[src/hw/rtl/wsfd_pkg.sv]
// shared types and constants for the websocket frame deframer
package wsfd_pkg;

  typedef enum logic [2:0] {
    PH_FLAGS,
    PH_LEN7,
    PH_EXTLEN,
    PH_KEY,
    PH_PAYLOAD
  } phase_t;

  localparam int unsigned LEN_W       = 64;
  localparam int unsigned KEY_W       = 32;
  localparam int unsigned CNT_W       = 4;
  localparam int unsigned OUT_FIELD_W = 1 + 3 + 4 + 1 + LEN_W + 8;
  localparam int unsigned OUT_DATA_W  = ((OUT_FIELD_W + 7) / 8) * 8;

  localparam logic [6:0] LEN7_EXT16 = 7'd126;
  localparam logic [6:0] LEN7_EXT64 = 7'd127;

  localparam logic [CNT_W-1:0] EXT16_BYTES = 4'd2;
  localparam logic [CNT_W-1:0] EXT64_BYTES = 4'd8;
  localparam logic [CNT_W-1:0] KEY_BYTES   = 4'd4;

  localparam logic KIND_HEADER  = 1'b0;
  localparam logic KIND_PAYLOAD = 1'b1;

endpackage

[src/hw/rtl/websocket_frame_deframer_top.sv]
// websocket frame deframer: header parse, length decode and payload unmasking
//
// Takes one raw byte per transfer and produces at most one result per byte:
// a header summary on the byte that completes a frame header, then one
// unmasked payload byte per payload byte, with tlast on the frame's last
// byte (or on the header of an empty frame). Every byte is handled by the
// combinational parse logic and each result is registered in the output
// register, so the block sustains one byte per cycle; the input only
// stalls while a result sits in the output register and the sink holds
// out_tready low. The 64-bit payload countdown is the longest path.
module websocket_frame_deframer_top (
  input  logic                           clk,
  input  logic                           rst_n,
  input  logic                           in_tvalid,
  output logic                           in_tready,
  input  logic [7:0]                     in_tdata,   // data_byte
  output logic                           out_tvalid,
  input  logic                           out_tready,
  // fin, reserved_bits[3], opcode[4], masked, frame_len[64],
  // data_out[8], zero fill
  output logic [wsfd_pkg::OUT_DATA_W-1:0] out_tdata,
  output logic                           out_tuser,  // kind
  output logic                           out_tlast   // end_of_frame
);
  import wsfd_pkg::*;

  phase_t             phase_r, phase_nxt;
  logic [7:0]         flags_r, flags_nxt;
  logic               mask_r, mask_nxt;
  logic [LEN_W-1:0]   len_r, len_nxt;
  logic [CNT_W-1:0]   left_r, left_nxt;
  logic [KEY_W-1:0]   key_r, key_nxt;
  logic [1:0]         kpos_r, kpos_nxt;
  logic [LEN_W-1:0]   rem_r, rem_nxt;

  logic               res_valid;
  logic               res_kind;
  logic [7:0]         res_flags;
  logic               res_mask;
  logic [LEN_W-1:0]   res_len;
  logic [7:0]         res_data;
  logic               res_last;

  logic               out_valid_r;
  logic               kind_r, fin_r, masked_r, last_r;
  logic [2:0]         rsv_r;
  logic [3:0]         opcode_r;
  logic [LEN_W-1:0]   plen_r;
  logic [7:0]         data_r;

  logic               accept;
  logic [6:0]         len7;
  logic [CNT_W-1:0]   left_dec;
  logic [LEN_W-1:0]   rem_dec;
  logic [7:0]         key_byte;

  assign in_tready = !out_valid_r || out_tready;
  assign accept    = in_tvalid && in_tready;

  assign len7     = in_tdata[6:0];
  assign left_dec = (left_r != '0) ? left_r - 1'b1 : '0;
  assign rem_dec  = (rem_r != '0) ? rem_r - 1'b1 : '0;

  always_comb begin
    case (kpos_r)
      2'd0:    key_byte = key_r[31:24];
      2'd1:    key_byte = key_r[23:16];
      2'd2:    key_byte = key_r[15:8];
      default: key_byte = key_r[7:0];
    endcase
  end

  always_comb begin
    phase_nxt = phase_r;
    flags_nxt = flags_r;
    mask_nxt  = mask_r;
    len_nxt   = len_r;
    left_nxt  = left_r;
    key_nxt   = key_r;
    kpos_nxt  = kpos_r;
    rem_nxt   = rem_r;
    res_valid = 1'b0;
    res_kind  = KIND_HEADER;
    res_data  = 8'd0;
    res_last  = 1'b0;
    case (phase_r)
      PH_FLAGS: begin
        flags_nxt = in_tdata;
        phase_nxt = PH_LEN7;
      end
      PH_LEN7: begin
        mask_nxt = in_tdata[7];
        if (len7 == LEN7_EXT16 || len7 == LEN7_EXT64) begin
          len_nxt   = '0;
          left_nxt  = (len7 == LEN7_EXT16) ? EXT16_BYTES : EXT64_BYTES;
          phase_nxt = PH_EXTLEN;
        end else begin
          len_nxt = {{(LEN_W-7){1'b0}}, len7};
          key_nxt = '0;
          if (in_tdata[7]) begin
            left_nxt  = KEY_BYTES;
            phase_nxt = PH_KEY;
          end else begin
            res_valid = 1'b1;
          end
        end
      end
      PH_EXTLEN: begin
        len_nxt  = {len_r[LEN_W-9:0], in_tdata};
        left_nxt = left_dec;
        if (left_dec == '0) begin
          key_nxt = '0;
          if (mask_r) begin
            left_nxt  = KEY_BYTES;
            phase_nxt = PH_KEY;
          end else begin
            res_valid = 1'b1;
          end
        end
      end
      PH_KEY: begin
        key_nxt  = {key_r[KEY_W-9:0], in_tdata};
        left_nxt = left_dec;
        if (left_dec == '0) begin
          res_valid = 1'b1;
        end
      end
      PH_PAYLOAD: begin
        res_valid = 1'b1;
        res_kind  = KIND_PAYLOAD;
        res_data  = mask_r ? (in_tdata ^ key_byte) : in_tdata;
        kpos_nxt  = kpos_r + 2'd1;
        rem_nxt   = rem_dec;
        if (rem_dec == '0) begin
          res_last  = 1'b1;
          phase_nxt = PH_FLAGS;
        end
      end
      default: begin
        phase_nxt = PH_FLAGS;
      end
    endcase
    // header completes: arm the payload countdown
    if (res_valid && res_kind == KIND_HEADER) begin
      kpos_nxt = 2'd0;
      rem_nxt  = len_nxt;
      if (len_nxt == '0) begin
        res_last  = 1'b1;
        phase_nxt = PH_FLAGS;
      end else begin
        phase_nxt = PH_PAYLOAD;
      end
    end
    res_flags = flags_nxt;
    res_mask  = mask_nxt;
    res_len   = len_nxt;
  end

  always_ff @(posedge clk) begin
    if (!rst_n) begin
      phase_r <= PH_FLAGS;
      flags_r <= '0;
      mask_r  <= 1'b0;
      len_r   <= '0;
      left_r  <= '0;
      key_r   <= '0;
      kpos_r  <= '0;
      rem_r   <= '0;
    end else if (accept) begin
      phase_r <= phase_nxt;
      flags_r <= flags_nxt;
      mask_r  <= mask_nxt;
      len_r   <= len_nxt;
      left_r  <= left_nxt;
      key_r   <= key_nxt;
      kpos_r  <= kpos_nxt;
      rem_r   <= rem_nxt;
    end
  end

  always_ff @(posedge clk) begin
    if (!rst_n) begin
      out_valid_r <= 1'b0;
    end else if (in_tready) begin
      out_valid_r <= accept && res_valid;
    end
  end

  always_ff @(posedge clk) begin
    if (accept && res_valid) begin
      kind_r   <= res_kind;
      fin_r    <= res_flags[7];
      rsv_r    <= res_flags[6:4];
      opcode_r <= res_flags[3:0];
      masked_r <= res_mask;
      plen_r   <= res_len;
      data_r   <= res_data;
      last_r   <= res_last;
    end
  end

  assign out_tvalid = out_valid_r;
  assign out_tuser  = kind_r;
  assign out_tlast  = last_r;
  assign out_tdata  = {{(OUT_DATA_W-OUT_FIELD_W){1'b0}},
                       data_r, plen_r, masked_r, opcode_r, rsv_r, fin_r};

endmodule
[config.mk]
export PLATFORM = sky130hd
export DESIGN_NAME = websocket_frame_deframer_top
export DESIGN_NICKNAME = d
export VERILOG_FILES = /design/src/hw/rtl/wsfd_pkg.sv /design/src/hw/rtl/websocket_frame_deframer_top.sv
export SDC_FILE = /design/constraint.sdc
export NUM_CORES = 1
export LEC_CHECK = 0
export ABC_AREA = 1
export BUFFER_PORTS_ARGS = -buffer_cell sky130_fd_sc_hd__buf_2
export CORE_MARGIN = 1.5
export CORE_UTILIZATION = 45
export CTS_CLUSTER_DIAMETER = 200
export DETAILED_ROUTE_END_ITERATION = 8
export GPL_TIMING_DRIVEN = 0
export SYNTH_ARGS = -nofsm -noshare
export SYNTH_HDL_FRONTEND = slang
export SYNTH_SLANG_ARGS = --single-unit
[constraint.sdc]
create_clock -name clk -period 8.4 [get_ports clk]
set_input_delay 2.1 -clock clk [delete_from_list [all_inputs] [get_ports clk]]
set_output_delay 2.1 -clock clk [all_outputs]
set_load 0.03 [all_outputs]
==> qor.csv, run 1 <==
stage,metric,value,unit
final_layout,fill cell count,3082,
timing,Final setup violation count,0,
synth,synthesized area,14100,um2
synth,Synth area leader,dfxtp_1,
final_layout,number of antenna diodes,0,
job,number of maximum-capacitance violations,0,
clock_network,"Reg clk slew, reported paths",0.06,ns
synth,Post-Synth Adder-Cell Area,0.00623,
setup_path,CP cell instances,buf_2 -> inv_1 -> nand2_1 -> buf_2,
floorplanning,Die Wd,180,um
routing,Final ANT Viol Nets,0,
synth,area fraction of the dominant cell type after synthesis,0.255,
global_routing,vias in the first global route,13400,
final_layout,fin nets,2164,
floorplanning,Die ar.,32300,um2
setup_path,Worst R2R Start,rem_r[0]$_SDFFE_PN0P_,
setup_path,Crit path top cell by count,buf_2,
timing,Slew @ Worst Pin,0.860,ns
floorplanning,Die Ht,180,um
final_layout,Multi-input gate area,6380,um2
synth,largest family of logic cells by synthesized area,simple AND/OR/NAND/NOR gates,
timing,period utilization,0.562,
floorplanning,Row Count,64,
timing,setup TNS,0,ns
clock_network,H-tree depth,1,
setup_path,crit-path max FO,3,
setup_path,Critical Path Sink Type,primary output,
clock_network,Root Driver,clkbuf_16,
routing,post-DR vias/cell,5.68,
synth,Seq cells post-synth,262,
timing,skew final,0.0450,ns
synth,Netlist cell types,43,
setup_path,Required @ worst endpoint,6.30,ns
synth,Synth Area in Compound Gates,0.190,
setup_path,largest delay contributor family on the critical path,buffers and inverters,
global_routing,GRT Util Overall,0.319,
floorplanning,Initial Utilization,0.458,
setup_path,crit path launch,out_tready,
setup_path,Critical-path top delay cell,buf_2,
worst_hold_path,Hold Path Class,register to register,
setup_path,buffer and inverter count on the worst path,3,
setup_path,R2R Setup Slk,4.78,ns
synth,Avg Inst Size Synth,6.99,um2
clock_network,clock buffer depth,3,
timing,Max Freq,212,MHz
synth,xor and xnor fraction of the mapped netlist area,0.00436,
routing,average wire per standard cell,20.8,um
synth,"top cells by count, synth","nand2_1, inv_1, nor2_1",
clock_network,# Post-CTS Setup Buffers,0,
timing,Final Max Slew Viols,0,
synth,multiplexer share of the synthesized area,0,
final_layout,register area,6080,um2
setup_path,class of the most critical setup path,primary input to primary output,
setup_path,"Arr. time, crit path",2.62,ns
clock_network,CTS tree,built,
floorplanning,io pins,104,
synth,Mapped Cells,2010,
timing,slew margin rel.,0.427,
placed_design,PortBufs,96,
clock_network,Hold Buf Count CTS,0,
placed_design,HPWL after DPL,40.9,mm
routing,DR vias,14600,
synth,Synth Area in Simple Gates,0.251,
synth,"Async S/R FF share, synth",0,
synth,sequential fraction of the synthesis area,0.432,
setup_path,CP peak stage delay,0.24,ns
global_routing,GRT Residual Overflow,0,
setup_path,Worst setup SP type,primary input,
worst_hold_path,Hold Startpoint,key_r[26]$_SDFFE_PN0P_,
clock_network,Clock Latency Late Sink,0.60,ns
final_layout,share of layout cells above drive strength 1,0.101,
routing,First-pass DRT Iterations,6,
synth,Post-synth EDFFs,83,
routing,initial drt markers,1624,
synth,Synth Flop Type,dfxtp_1,
global_routing,initial antenna violation count,0,
worst_hold_path,hold path endpoint,key_r[26]$_SDFFE_PN0P_,
setup_path,R2R depth,14,
clock_network,CTS buffer count,30,
floorplanning,core area,30700,um2
global_routing,largest net degree at the start of global routing,53,
synth,main area contributors after synthesis,"dfxtp_1, edfxtp_1, nand2_1",
synth,top-count cell post-synth,nand2_1,
routing,Total Routed Length,53.2,mm
timing,Fin. Hold Viols,0,
worst_hold_path,Hold Crit Depth,2,
timing,fin crit period,4.72,ns
synth,Ys Warns,0,
routing,drc violations,0,
clock_network,CTS sink count,262,
global_routing,first-pass GRT wire length,79.6,mm
clock_network,post-CTS sizing,0,
placed_design,Routability Congestion,0.961,
timing,RSZ-0062 raised after global routing,no,
final_layout,area delta synth->final,14.9,%
status,status,completed,
setup_path,RR Endpoint,out_tlast$_DFFE_PP_,
==> worst max-delay path by stage <==
stage	to	slack (ns)	cells past startpoint
2_1_floorplan	data_r[0]$_SDFFCE_PN0P_	2.56	5
3_3_place_gp	plen_r[61]$_DFFE_PP_	0.88	9
3_5_place_dp	plen_r[61]$_DFFE_PP_	3.64	10
4_1_cts	in_tready	3.69	4
5_1_grt	in_tready	3.64	4
6_report	in_tready	3.68	4
==> worst register-to-register path: cells and delay by family (launching register included) <==
| kind | cells | cell delay [ns] |
|---|---|---|
| buf+inv | 1 | 0.10 |
| simple gates | 12 | 2.64 |
| flops | 1 | 0.36 |
| fa+ha+maj | 1 | 0.34 |
==> flip-flops by register name, indices dropped and copies added, names as in the netlist <==
signal      count
rem_r          64
out_tlast       1
phase_r         3
fin_r           1
flags_r         8
kpos_r          2
rsv_r           3
plen_r         64
masked_r        1
out_tvalid      1
len_r          64
left_r          4
mask_r          1
key_r          32
opcode_r        4
data_r          8
out_tuser       1
==> kinds of logic (layout without fill, tap and decap cells) <==
| family | count (synthesis) | in the layout |
|---|---|---|
| compound gates | 498 | 498 |
| xor+xnor | 7 | 7 |
| fa+ha+maj | 7 | 7 |
| buf+inv | 412 | 565 |
| flops | 262 | 262 |
| other cells | 1 | 7 |
| simple gates | 823 | 823 |
==> through the flow <==
stage	instance area, um2	cells	worst slack, ns	hold WS, ns	utilization
after global placement	15100	2508	0.878	0.455	0.491
final	16100	2565	3.68	0.469	0.527
after detailed placement	15100	2509	3.64	0.459	0.492
after CTS	16100	2565	3.69	0.474	0.527
after floorplan	14100	2016	2.56	0.445	-
after global routing	16100	2565	3.64	0.493	0.527
==> cell type report <==
class                           count  share of cell area
Multi-Input combinational cell   1342               0.395
Sequential cell                   262               0.376
Inverter                          309              0.0718
Clock buffer                       39              0.0524
Timing Repair Buffer               97              0.0315
Tap cell                          396              0.0307
Buffer                            103              0.0294
Clock inverter                     17              0.0132
==> metal layers <==
layer  part of all wire  track usage
met1               0.43        0.432
met2               0.45        0.515
met3              0.083       0.0474
met4              0.037        0.118
met5            0.00071      0.00889
==> cells in the final DEF, fill, tap and decap left out, drive strengths merged, types with 10 or more instances in the layout <==
| cell | instances |
|---|---|
| a21oi | 183 |
| inv | 308 |
| a31oi | 10 |
| nor3 | 24 |
| nand2 | 362 |
| clkbuf | 99 |
| o22ai | 61 |
| nand3 | 125 |
| edfxtp | 83 |
| clkinv | 14 |
| nor4 | 18 |
| o21ai | 213 |
| a211oi | 13 |
| dfxtp | 179 |
| nand4 | 25 |
| buf | 140 |
| nor2 | 262 |
Power of run 1 is not shown: default switching activity piles up to over one toggle a cycle in this logic, so the estimate is an artifact.
==> run 2, diff against run 1 <==
clock period = 4.6 ns   (was 8.4 ns; I/O delays follow)
==> run 2 against run 1 <==
  * Final area down 0.39%
  * Core utilization down 0.20 points
  * Cell count unchanged
  * Setup slack worse by 2.5 ns
  * Critical path depth up 10
  * Flip-flop and latch count unchanged
  * Hold slack better by 0.0033 ns
==> qor.csv, run 2 (same netlist as run 1, synthesis figures left out) <==
stage,metric,value,unit,change
status,status,completed,,
setup_path,crit path launch,rem_r[0]$_SDFFE_PN0P_,,
routing,drc violations,0,,unchanged
setup_path,Worst R2R Start,rem_r[0]$_SDFFE_PN0P_,,
final_layout,fill cell count,3132,,+1.6%
routing,Total Routed Length,53.8,mm,+1.1%
routing,First-pass DRT Iterations,5,,-1
timing,final setup margin,1.14,ns,-2.54 ns
worst_hold_path,Hold Startpoint,key_r[30]$_SDFFE_PN0P_,,
floorplanning,Initial Utilization,0.458,,unchanged
setup_path,CP peak stage delay,0.57,ns,+0.33 ns
placed_design,PortBufs,96,,unchanged
global_routing,initial antenna violation count,0,,unchanged
setup_path,CP cell instances,inv_2 -> ha_1 -> nand2_4 -> nor2_8 -> nand2_1 -> nor2_1 -> nand3_1 -> nand3_1 -> nand4_1 -> nor4_1 -> nand2_1 -> nor2_1 -> nand3_1 -> nand2_1,,
global_routing,first-pass GRT wire length,79.9,mm,+0.36%
final_layout,area delta synth->final,14.4,%,
timing,period utilization,0.753,,
floorplanning,Die Ht,180,um,unchanged
timing,Max Freq,289,MHz,
setup_path,Critical Path Sink Type,register,,
routing,initial drt markers,1658,,+2.1%
final_layout,"most common cell after layout, fill and taps aside",nand2_1,,
final_layout,share of layout cells above drive strength 1,0.0991,,-0.00184
setup_path,largest delay contributor family on the critical path,simple AND/OR/NAND/NOR gates,,
timing,skew final,0.0249,ns,-0.0201 ns
timing,Fin. Hold Viols,0,,unchanged
placed_design,# placed instances,2509,,unchanged
clock_network,"Reg clk slew, reported paths",0.07,ns,about the same
setup_path,class of the most critical setup path,register to register,,
setup_path,crit-path max FO,6,,+3
placed_design,Area after DPL,15100,um2,unchanged
floorplanning,Die Wd,180,um,unchanged
clock_network,CTS tree,built,,
clock_network,clock buffer depth,3,,unchanged
routing,post-DR vias/cell,5.66,,-0.39%
final_layout,fin nets,2164,,unchanged
timing,RSZ-0062 raised after global routing,no,,
timing,fin crit period,3.46,ns,
job,number of maximum-capacitance violations,0,,unchanged
setup_path,Worst setup SP type,register,,
worst_hold_path,Hold Path Class,register to register,,
final_layout,most frequent cells in the layout,"nand2_1, inv_1, nor2_1",,
clock_network,# Post-CTS Setup Buffers,0,,unchanged
placed_design,HPWL after DPL,42.0,mm,+2.7%
clock_network,Root Driver,clkbuf_16,,
final_layout,Final Cell Area,16100,um2,-0.39%
setup_path,"Arr. time, crit path",3.88,ns,+1.26 ns
timing,slew margin rel.,0.428,,+0.00103
clock_network,Clock Latency Late Sink,0.57,ns,-0.03 ns
timing,Final setup violation count,0,,unchanged
placed_design,Routability Congestion,0.975,,+1.5%
global_routing,GRT Residual Overflow,0,,unchanged
setup_path,Required @ worst endpoint,5.02,ns,-1.28 ns
routing,average wire per standard cell,21.0,um,+1.1%
final_layout,Regs by FF count,"len_r (64), plen_r (64), rem_r (64)",,
timing,Final Max Slew Viols,0,,unchanged
global_routing,GRT Util Overall,0.321,,+0.00197
clock_network,CTS buffer count,30,,unchanged
final_layout,number of antenna diodes,0,,unchanged
clock_network,CTS sink count,262,,unchanged
floorplanning,core area,30700,um2,unchanged
floorplanning,Die ar.,32300,um2,unchanged
floorplanning,Row Count,64,,unchanged
clock_network,Hold Buf Count CTS,0,,unchanged
placed_design,pre-CTS setup slack,0.749,ns,-2.89 ns
floorplanning,io pins,104,,unchanged
setup_path,buffer and inverter count on the worst path,1,,-2
clock_network,H-tree depth,1,,unchanged
timing,Slew @ Worst Pin,0.859,ns,-0.00154 ns
global_routing,vias in the first global route,13100,,-2.3%
final_layout,fin cells,2565,,unchanged
routing,Final ANT Viol Nets,0,,unchanged
clock_network,post-CTS sizing,0,,unchanged
routing,DR vias,14500,,-0.39%
setup_path,Critical-path top delay cell,nor2_1,,
global_routing,largest net degree at the start of global routing,62,,+17%
## run 2: path summary, 6_finish.rpt
path / to / slack, ns / cells after the start
setup reg to reg: out_tlast$_DFFE_PP_ / 1.14 / 14
hold reg to reg: key_r[30]$_SDFFE_PN0P_ / 0.47 / 2
hold / removal: key_r[30]$_SDFFE_PN0P_ / 0.47 / 2
setup / recovery: out_tlast$_DFFE_PP_ / 1.14 / 14
## run 2: metrics by stage
step | TNS (ns) | hold slack, ns | utilization
CTS | 0 | 0.470 | 0.525
global route | 0 | 0.487 | 0.525
floorplan | 0 | 0.445 | -
finish | 0 | 0.472 | 0.525
detailed placement | 0 | 0.462 | 0.492
global placement | -7.30 | 0.455 | 0.491
## run 2: metal layers
layer / routed length [um] / global-route usage / vias up
met5: 0 / 0 / -
met4: 1880 / 0.104 / 0
met3: 3970 / 0.0403 / 115
met2: 24800 / 0.527 / 665
met1: 23200 / 0.439 / 6819
li1: - / - / 6921
## run 2: final cells by class
type	count	area, um2	area share
Sequential cell	262	6080	0.378
Inverter	309	1160	0.0721
Clock inverter	19	179	0.0111
Clock buffer	37	818	0.0509
Buffer	103	474	0.0295
Timing Repair Buffer	97	508	0.0316
Multi-Input combinational cell	1342	6380	0.396
Tap cell	396	495	0.0308
## run 2: worst register-to-register path, cell delays in order (launching register included)
cell	delay (ns)
dfxtp_1	0.37
inv_2	0.11
ha_1	0.30
nand2_4	0.12
nor2_8	0.16
nand2_1	0.14
nor2_1	0.57
nand3_1	0.14
nand3_1	0.21
nand4_1	0.30
nor4_1	0.41
nand2_1	0.12
nor2_1	0.13
nand3_1	0.08
nand2_1	0.15
Power of run 2 is left out for the same reason.
==> run 3, diff against run 2 <==
clock period = 3.3 ns   (was 4.6 ns; I/O delays follow)
==> run 3 against run 2 <==
  * Via count is essentially flat
  * Die area did not move
  * Register-to-register slack worse by 0.94 ns
  * Critical path type unchanged
  * Critical endpoint unchanged
==> qor.csv, run 3 (same netlist as run 1, synthesis figures left out) <==
stage,metric,value,unit,change
setup_path,class of the most critical setup path,register to register,,
routing,average wire per standard cell,21.0,um,+0.12%
timing,period utilization,0.940,,+0.187
worst_hold_path,Hold Path Class,register to register,,
setup_path,R2R Setup Slk,0.20,ns,-0.94 ns
final_layout,area delta synth->final,14.9,%,
timing,slew margin rel.,0.436,,+0.00827
setup_path,Critical-path top delay cell,dfxtp_1,,
floorplanning,Die Wd,180,um,unchanged
timing,Final setup violation count,0,,unchanged
timing,WHS,0.472,ns,+0.000178 ns
final_layout,share of layout cells above drive strength 1,0.105,,+0.00544
setup_path,Critical Path Sink Type,register,,
setup_path,CP peak stage delay,0.37,ns,-0.20 ns
global_routing,first-pass GRT wire length,79.9,mm,about the same
setup_path,Required @ worst endpoint,3.72,ns,-1.30 ns
final_layout,fin nets,2166,,+0.092%
clock_network,Hold Buf Count CTS,0,,unchanged
global_routing,GR Layer Usage met3,0.0401,,-0.000203
timing,Final Max Slew Viols,0,,unchanged
routing,Total Routed Length,53.9,mm,+0.19%
global_routing,vias in the first global route,13100,,-0.023%
floorplanning,Die Ht,180,um,unchanged
global_routing,GRT Util Overall,0.321,,about the same
floorplanning,core area,30700,um2,unchanged
routing,post-DR vias/cell,5.66,,about the same
placed_design,HPWL after DPL,42.0,mm,unchanged
clock_network,clock buffer depth,3,,unchanged
clock_network,H-tree depth,1,,unchanged
status,status,completed,,
clock_network,Clock Latency Late Sink,0.57,ns,about the same
floorplanning,Initial Utilization,0.458,,unchanged
routing,drc violations,0,,unchanged
clock_network,CTS tree,built,,
final_layout,most frequent cells in the layout,"nand2_1, inv_1, nor2_1",,
timing,fin crit period,3.10,ns,-0.361 ns
setup_path,Worst setup SP type,register,,
floorplanning,io pins,104,,unchanged
final_layout,number of antenna diodes,0,,unchanged
routing,Final ANT Viol Nets,0,,unchanged
clock_network,"Reg clk slew, reported paths",0.06,ns,about the same
routing,First-pass DRT Iterations,6,,+1
global_routing,initial antenna violation count,0,,unchanged
global_routing,largest net degree at the start of global routing,62,,unchanged
global_routing,GRT Residual Overflow,0,,unchanged
floorplanning,Row Count,64,,unchanged
final_layout,"most common cell after layout, fill and taps aside",nand2_1,,
global_routing,routing usage on met2,0.527,,about the same
placed_design,PortBufs,96,,unchanged
routing,DR vias,14500,,+0.028%
clock_network,Root Driver,clkbuf_16,,
timing,setup TNS,0,ns,unchanged
timing,Max Freq,322,MHz,+12%
setup_path,"Arr. time, crit path",3.52,ns,-0.36 ns
timing,RSZ-0062 raised after global routing,no,,
job,number of maximum-capacitance violations,0,,unchanged
placed_design,Routability Congestion,0.975,,unchanged
floorplanning,Die ar.,32300,um2,unchanged
timing,skew final,0.0200,ns,-0.00493 ns
timing,Slew @ Worst Pin,0.846,ns,-0.0124 ns
global_routing,busiest grt layer,met2,,
final_layout,Regs by FF count,"len_r (64), plen_r (64), rem_r (64)",,
setup_path,crit-path max FO,10,,+4
routing,initial drt markers,1488,,-10%
clock_network,CTS buffer count,30,,unchanged
global_routing,M1 GR Usage,0.439,,about the same
clock_network,CTS sink count,262,,unchanged
setup_path,CP cell instances,inv_2 -> ha_1 -> nand2_4 -> nor2_8 -> nand2_4 -> nor2_2 -> nand2_2 -> buf_2 -> nand3_1 -> nand4_1 -> nor4_2 -> nand2_1 -> nor2_1 -> nand3_1 -> nand2_1,,
timing,Fin. Hold Viols,0,,unchanged
[run 3: cell count changes in the layout (fill, tap and decap cells not counted), sizes merged]
cell / previous run / this run
buf: 140 / 142
[run 3: metal layers]
metal | wire length, um | part of all wire | up-vias
li1 | - | - | 6915
met1 | 23600 | 0.44 | 6811
met2 | 24700 | 0.46 | 668
met3 | 3740 | 0.069 | 130
met4 | 1900 | 0.035 | 0
met5 | 0 | 0 | -
[run 3: layout make-up]
| class | count | area (um2) |
|---|---|---|
| fillers | 3130 | 14500 |
| multi-input cells | 1342 | 6430 |
| flip-flops and latches | 262 | 6080 |
| inverters | 309 | 1160 |
| clock buffers | 37 | 818 |
| repair buffers | 99 | 523 |
| well taps | 396 | 495 |
| plain buffers | 103 | 474 |
| clock inverters | 19 | 179 |
[run 3: path summary, 6_finish.rpt]
check             depth (start not counted)                    from                     end
hold / removal                            2  key_r[27]$_SDFFE_PN0P_  key_r[27]$_SDFFE_PN0P_
hold reg to reg                           2  key_r[27]$_SDFFE_PN0P_  key_r[27]$_SDFFE_PN0P_
setup reg to reg                         15   rem_r[0]$_SDFFE_PN0P_     out_tlast$_DFFE_PP_
setup / recovery                         15   rem_r[0]$_SDFFE_PN0P_     out_tlast$_DFFE_PP_
[run 3: timing repair]
action / 4_1_cts / 5_1_grt
buffers inserted: 0 / 2
pin swaps: 0 / 1
setup endpoints to repair: 1 / 4
endpoints found under the hold margin: 0 / 0
resized for setup: 2 / 12
[run 3: per-stage QoR]
stage / setup WS, ns / utilization / instance area (um2) / cells
after floorplan: 0.0535 / - / 14100 / 2016
after global placement: -1.08 / 0.491 / 15100 / 2508
after detailed placement: -0.226 / 0.492 / 15100 / 2509
after CTS: 0.0719 / 0.525 / 16100 / 2565
after global routing: 0.0262 / 0.527 / 16200 / 2567
final: 0.198 / 0.527 / 16200 / 2567
[run 3: critical path: cells and delay by family (launching register included)]
family	cells	cell delay (ns)
flip-flops	1	0.37
adder cells (fa/ha/maj)	1	0.31
buffers and inverters	2	0.38
AND/OR/NAND/NOR	12	1.89
Power of run 3 is left out for the same reason.
